--- config.mk ---
export PLATFORM = sky130hd
export DESIGN_NAME = bwa_queue
export DESIGN_NICKNAME = d
export VERILOG_FILES = /design/src/rtl/bwa_pkg.sv /design/src/rtl/bwa_queue.sv
export VERILOG_INCLUDE_DIRS = /design/src /design/src/rtl
export SDC_FILE = /design/constraint.sdc
export NUM_CORES = 1
export LEC_CHECK = 0
export BUFFER_PORTS_ARGS = -buffer_cell sky130_fd_sc_hd__buf_4
export CAP_MARGIN = 20
export CELL_PAD_IN_SITES_DETAIL_PLACEMENT = 1
export CELL_PAD_IN_SITES_GLOBAL_PLACEMENT = 2
export CORE_MARGIN = 4
export CORE_UTILIZATION = 45
export DETAILED_ROUTE_END_ITERATION = 10
export PLACE_DENSITY_LB_ADDON = 0.1
export RECOVER_POWER = 25
export SYNTH_ARGS = -nofsm -noshare
export SYNTH_HDL_FRONTEND = slang
export SYNTH_SLANG_ARGS = --single-unit
--- constraint.sdc ---
create_clock -name clk -period 3.54 [get_ports clk]
set_clock_uncertainty 0.2 [all_clocks]
set_input_delay 0 -clock clk [delete_from_list [all_inputs] [get_ports clk]]
set_output_delay 0 -clock clk [all_outputs]
set_load 0.03 [all_outputs]
--- src/rtl/breit_wigner_amplitude_core_defines.svh ---
// Assertion macros used by the RTL queue; clk and rst_n must be in scope at each use.
`ifndef BREIT_WIGNER_AMPLITUDE_CORE_DEFINES_SVH
`define BREIT_WIGNER_AMPLITUDE_CORE_DEFINES_SVH

`ifndef SYNTHESIS
`define BWA_ASSERT_IMPLY(lbl, ante, cons) \
  lbl: assert property (@(posedge clk) disable iff (!rst_n) (ante) |-> (cons)) \
    else $error("implication check failed");
`define BWA_ASSERT_NEVER(lbl, cond) \
  lbl: assert property (@(posedge clk) disable iff (!rst_n) !(cond)) \
    else $error("forbidden condition seen");
`else
`define BWA_ASSERT_IMPLY(lbl, ante, cons)
`define BWA_ASSERT_NEVER(lbl, cond)
`endif

`endif

--- src/rtl/bwa_pkg.sv ---
package bwa_pkg;

  localparam int IN_FRAC_BITS  = 16;
  localparam int OUT_FRAC_BITS = 16;
  localparam int ALIGN_FRAC    = 48;

  localparam int SW        = 53;  // s, signed
  localparam int SQ_OPW    = 52;  // root operand
  localparam int SQ_STEPS  = SQ_OPW / 2;
  localparam int RTW       = SQ_OPW / 2;
  localparam int REMW      = RTW + 2;
  localparam int MW        = 68;  // aligned magnitudes
  localparam int AW        = 31;  // normalized magnitudes
  localparam int KW        = 6;
  localparam int DW        = 63;
  localparam int NW        = 96;
  localparam int QW        = 33;
  localparam int DIV_STEPS = QW;
  localparam int QDEPTH    = 4;

  localparam logic [1:0] ST_OK   = 2'd0;
  localparam logic [1:0] ST_SAT  = 2'd1;
  localparam logic [1:0] ST_NEG  = 2'd2;
  localparam logic [1:0] ST_ZERO = 2'd3;

  localparam logic REG_MASS  = 1'b0;
  localparam logic REG_WIDTH = 1'b1;

  typedef struct packed {
    logic signed [23:0] positron_energy;
    logic signed [23:0] positron_px;
    logic signed [23:0] positron_py;
    logic signed [23:0] positron_pz;
    logic signed [23:0] electron_energy;
    logic signed [23:0] electron_px;
    logic signed [23:0] electron_py;
    logic signed [23:0] electron_pz;
    logic signed [23:0] proton_energy;
    logic signed [23:0] proton_px;
    logic signed [23:0] proton_py;
    logic signed [23:0] proton_pz;
  } in_item_t;

  typedef struct packed {
    logic signed [31:0] amplitude_real;
    logic signed [31:0] amplitude_imag;
    logic [1:0]         status;
  } out_item_t;

  typedef struct packed {
    logic neg;
    logic zero;
    logic aneg;
    logic sat_a;
    logic sat_b;
  } flags_t;

  typedef struct packed {
    logic [SQ_OPW-1:0] val;
    logic [REMW-1:0]   rem;
    logic [RTW-1:0]    root;
    logic              neg;
  } sq_st_t;

  typedef struct packed {
    logic [NW-1:0] rem_a;
    logic [NW-1:0] rem_b;
    logic [QW-1:0] q_a;
    logic [QW-1:0] q_b;
    logic [DW-1:0] d;
    flags_t        flags;
  } div_st_t;

  function automatic logic [6:0] bit_len(input logic [MW-1:0] x);
    logic [6:0] n;
    n = '0;
    for (int i = 0; i < MW; i++) begin
      if (x[i]) n = 7'(i + 1);
    end
    return n;
  endfunction

endpackage

--- src/rtl/bwa_queue.sv ---
`include "breit_wigner_amplitude_core_defines.svh"

module bwa_queue import bwa_pkg::*; (
  input  logic                 clk,
  input  logic                 rst_n,
  input  logic                 push,
  input  logic signed [SW-1:0] wdata,
  output logic                 full,
  input  logic                 pop,
  output logic signed [SW-1:0] rdata,
  output logic                 not_empty
);

  localparam int PW = $clog2(QDEPTH);

  logic signed [SW-1:0] mem [QDEPTH];
  logic [PW-1:0] wr_ptr_r, rd_ptr_r;
  logic [PW:0]   count_r;

  assign full      = (count_r == (PW+1)'(QDEPTH));
  assign not_empty = (count_r != '0);
  assign rdata     = mem[rd_ptr_r];

  always_ff @(posedge clk) begin
    if (push) mem[wr_ptr_r] <= wdata;
  end

  always_ff @(posedge clk) begin
    if (!rst_n) begin
      wr_ptr_r <= '0;
      rd_ptr_r <= '0;
      count_r  <= '0;
    end else begin
      if (push) wr_ptr_r <= wr_ptr_r + 1'b1;
      if (pop)  rd_ptr_r <= rd_ptr_r + 1'b1;
      count_r <= count_r + (PW+1)'(push) - (PW+1)'(pop);
    end
  end

  `BWA_ASSERT_IMPLY(a_no_overflow, push, !full)
  `BWA_ASSERT_IMPLY(a_no_underflow, pop, not_empty)
  `BWA_ASSERT_NEVER(a_count_range, count_r > (PW+1)'(QDEPTH))

endmodule

==> flow_summary_export.csv <==
group,metric,value,unit
run_status,status,"finished clean",
final_layout,fin_nets,576,
routing,drt_first_iter_violations,201,
floorplan,dieArea,20300,um2
setup_path,r2r_slack,1240,ps
synthesis,synth_top_family_by_area,"multiplexers",
cts,clk_pin_slew,60,ps
cts,cts_tree,"done",
hold_path,min_to,"mem[3][4]",
synthesis,synth_area_leaders,"edfxtp_1, mux4_2, dfxtp_1",
sta,setup_slack,945,ps
synthesis,synthAdderAreaFrac,0.0117,
cts,cts.sinks,221,
synthesis,synth_top_area_cell,"edfxtp_1",
setup_path,worst-endpoint-arrival,2390,ps
global_route,grtUsageTotal,0.161,
floorplan,pin_count,112,
power_and_ir_drop,ir_worst_vdd,0.000454,V
routing,post-route-drc-count,0,
cts,h-tree-depth,1,
cts,cts_resized,0,
power_and_ir_drop,seqPwrFrac,0.472,
placement,dp.cells,653,
global_route,antenna_found_initial,0,
final_layout,layout_common_cells,"edfxtp_1, buf_4, dlygate4sd3_1, mux4_2, clkbuf_1",
power_and_ir_drop,switching_power,1480,uW
run,drv_cap,0,
floorplan,die_h,143,um
setup_path,required,3340,ps
power_and_ir_drop,powerDensity,617,nW/um2
final_layout,finalInstanceArea,10600,um2
sta,slew_headroom,0.427,
sta,period_minus_slack,2590,ps
global_route,grt_pass1_wl,24900,um
sta,maxSlewViolCount,0,
routing,ant_nets,0,
power_and_ir_drop,comb_power_share,0.125,
routing,vias_per_cell,5.13,
final_layout,drive_gt1_frac,0.353,
sta,hold_ws,54.6,ps
sta,setup_viol,0,
hold_path,holdPathStages,2,
sta,rsz0062_at_grt,"false",
placement,hpwl,9150,um
synthesis,synth_top_area_frac,0.781,
placement,placed_cell_area,9230,um2
setup_path,worstSetupEndpointType,"output pin",
cts,clock-root-buffer,"clkbuf_16",
synthesis,ys_types,21,
sta,period_share,0.733,
hold_path,hold_path_class,"input pin to flop",
global_route,grt_pass1_vias,4368,
power_and_ir_drop,switching_share,0.227,
synthesis,syn-num-nets,384,
final_layout,mostFrequentLayoutCell,"edfxtp_1",
floorplan,die_w,143,um
cts,cts_buffers,24,
hold_path,min_from,"wdata[4]",
sta,worst_slew_pin_slew,860,ps
synthesis,synthCells,320,
floorplan,core,17500,um2
floorplan,start_util,0.465,
synthesis,synth-compound-area-share,0.00184,
setup_path,cp_max_fo,32,
placement,numPortBuffers,111,
routing,drt-pass1-iter-count,4,
power_and_ir_drop,p_int,5030,uW
synthesis,syn_area,8160,um2
sta,hold_viol,0,
final_layout,n_antenna_cell,0,
sta,setup-tns-final,0,ps
global_route,grt_remaining_overflow,0,
setup_path,rr_endpoint,"count_r[1]",
cts,clk_latency,500,ps
final_layout,area_growth_syn_to_layout,29.4,%
synthesis,syn_area_per_cell,25.5,um2
routing,drt-total-wl,16000,um
global_route,grt_max_degree,54,
power_and_ir_drop,clkPwrFrac,0.403,
routing,routedWlPerCell,21.1,um
synthesis,ys_seq_elements,221,
synthesis,yosysWarnings,0,
synthesis,synthMuxAreaShare,0.149,
cts,clock_path_buffers,3,
routing,num_vias,3870,
setup_path,crit_type,"flop to output pin",
synthesis,yosys.area_share.simple,0.00936,
setup_path,worstRegToRegCells,7,
floorplan,row_count,48,
power_and_ir_drop,p_leak,0.00360,uW
final_layout,final_cells,755,
setup_path,rr_startpoint,"count_r[0]",
sta,fmax,385,MHz
synthesis,synth_xor_area_frac,0.00506,
placement,dp_slack,1370,ps
synthesis,ys_seq_area_frac,0.803,
placement,gp_congestion,0.658,
setup_path,start_kind,"flop",
## kinds of logic after synthesis
kind of cell	after synthesis
AOI/OAI and AO/OA	2
xor gates and xnor gates	3
adders and majority gates	7
buffers and inverters	19
DFF	221
muxes	54
and+or+nand+nor	14
## power groups by stage
stage	combinational, uW	clock [uW]	sequential (uW)
after floorplan	523	0	3090
after global placement	772	0	3120
after detailed placement	780	0	3130
after CTS	844	2700	3080
after global routing	868	2840	3090
final	814	2630	3070
## registers in the layout, summed over array words and instances, names as in the netlist, named ones only
name / count
wr_ptr_r: 2
rd_ptr_r: 2
count_r: 3
mem: 212
## worst max-delay path, stage by stage (launching register included)
cell and delay, ps:
dfxtp_4 790, buf_4 320, mux4_1 590, buf_4 190
## through the flow
| stage | utilization | total power [uW] |
|---|---|---|
| global placement | 0.526 | 3890 |
| CTS | 0.608 | 6620 |
| global route | 0.602 | 6790 |
| floorplan | - | 3610 |
| detailed placement | 0.526 | 3910 |
| finish | 0.602 | 6510 |
## per-layer routing
metal	part of all wire	up-vias	track usage
li1	-	1740	-
met1	0.41	2003	0.217
met2	0.51	109	0.276
met3	0.060	18	0.0285
met4	0.014	0	0.0400
met5	0	-	0
## area by class of cell
cell class                      instances  area (um2)
Multi-Input combinational cell         80        1450
Clock buffer                           25         626
Timing Repair Buffer                  178        1390
Fill cell                            1474        6990
Clock inverter                         19         231
Inverter                                7        26.3
Sequential cell                       221        6550
Tap cell                              225         282
## cell usage after synthesis
master	n
xnor2_1	2
xor3_1	1
nor2_1	5
mux4_2	50
inv_1	7
ha_1	6
or3_1	1
mux4_1	3
clkbuf_1	1
buf_12	5
edfxtp_1	212
a21bo_2	1
and2_1	6
nand3b_1	1
fa_1	1
and3_1	1
dfxtp_1	9
buf_6	1
mux2i_1	1
buf_2	5
a21oi_1	1
## how the worst max path moves through the flow
| stage | start | endpoint |
|---|---|---|
| after floorplan | wr_ptr_r[0] | mem[2][0] |
| after global placement | flop | rdata[4] |
| after detailed placement | wr_ptr_r[0] | mem[2][8] |
| after CTS | flop | rdata[4] |
| after global routing | flop | rdata[4] |
| final | flop | rdata[52] |
## repair_timing
| action | CTS | global route |
|---|---|---|
| hold endpoints to repair | 221 | 0 |
| hold buffers | 58 | 0 |
| setup buffers | 0 | 0 |
Power figures use the tool's default switching activity.
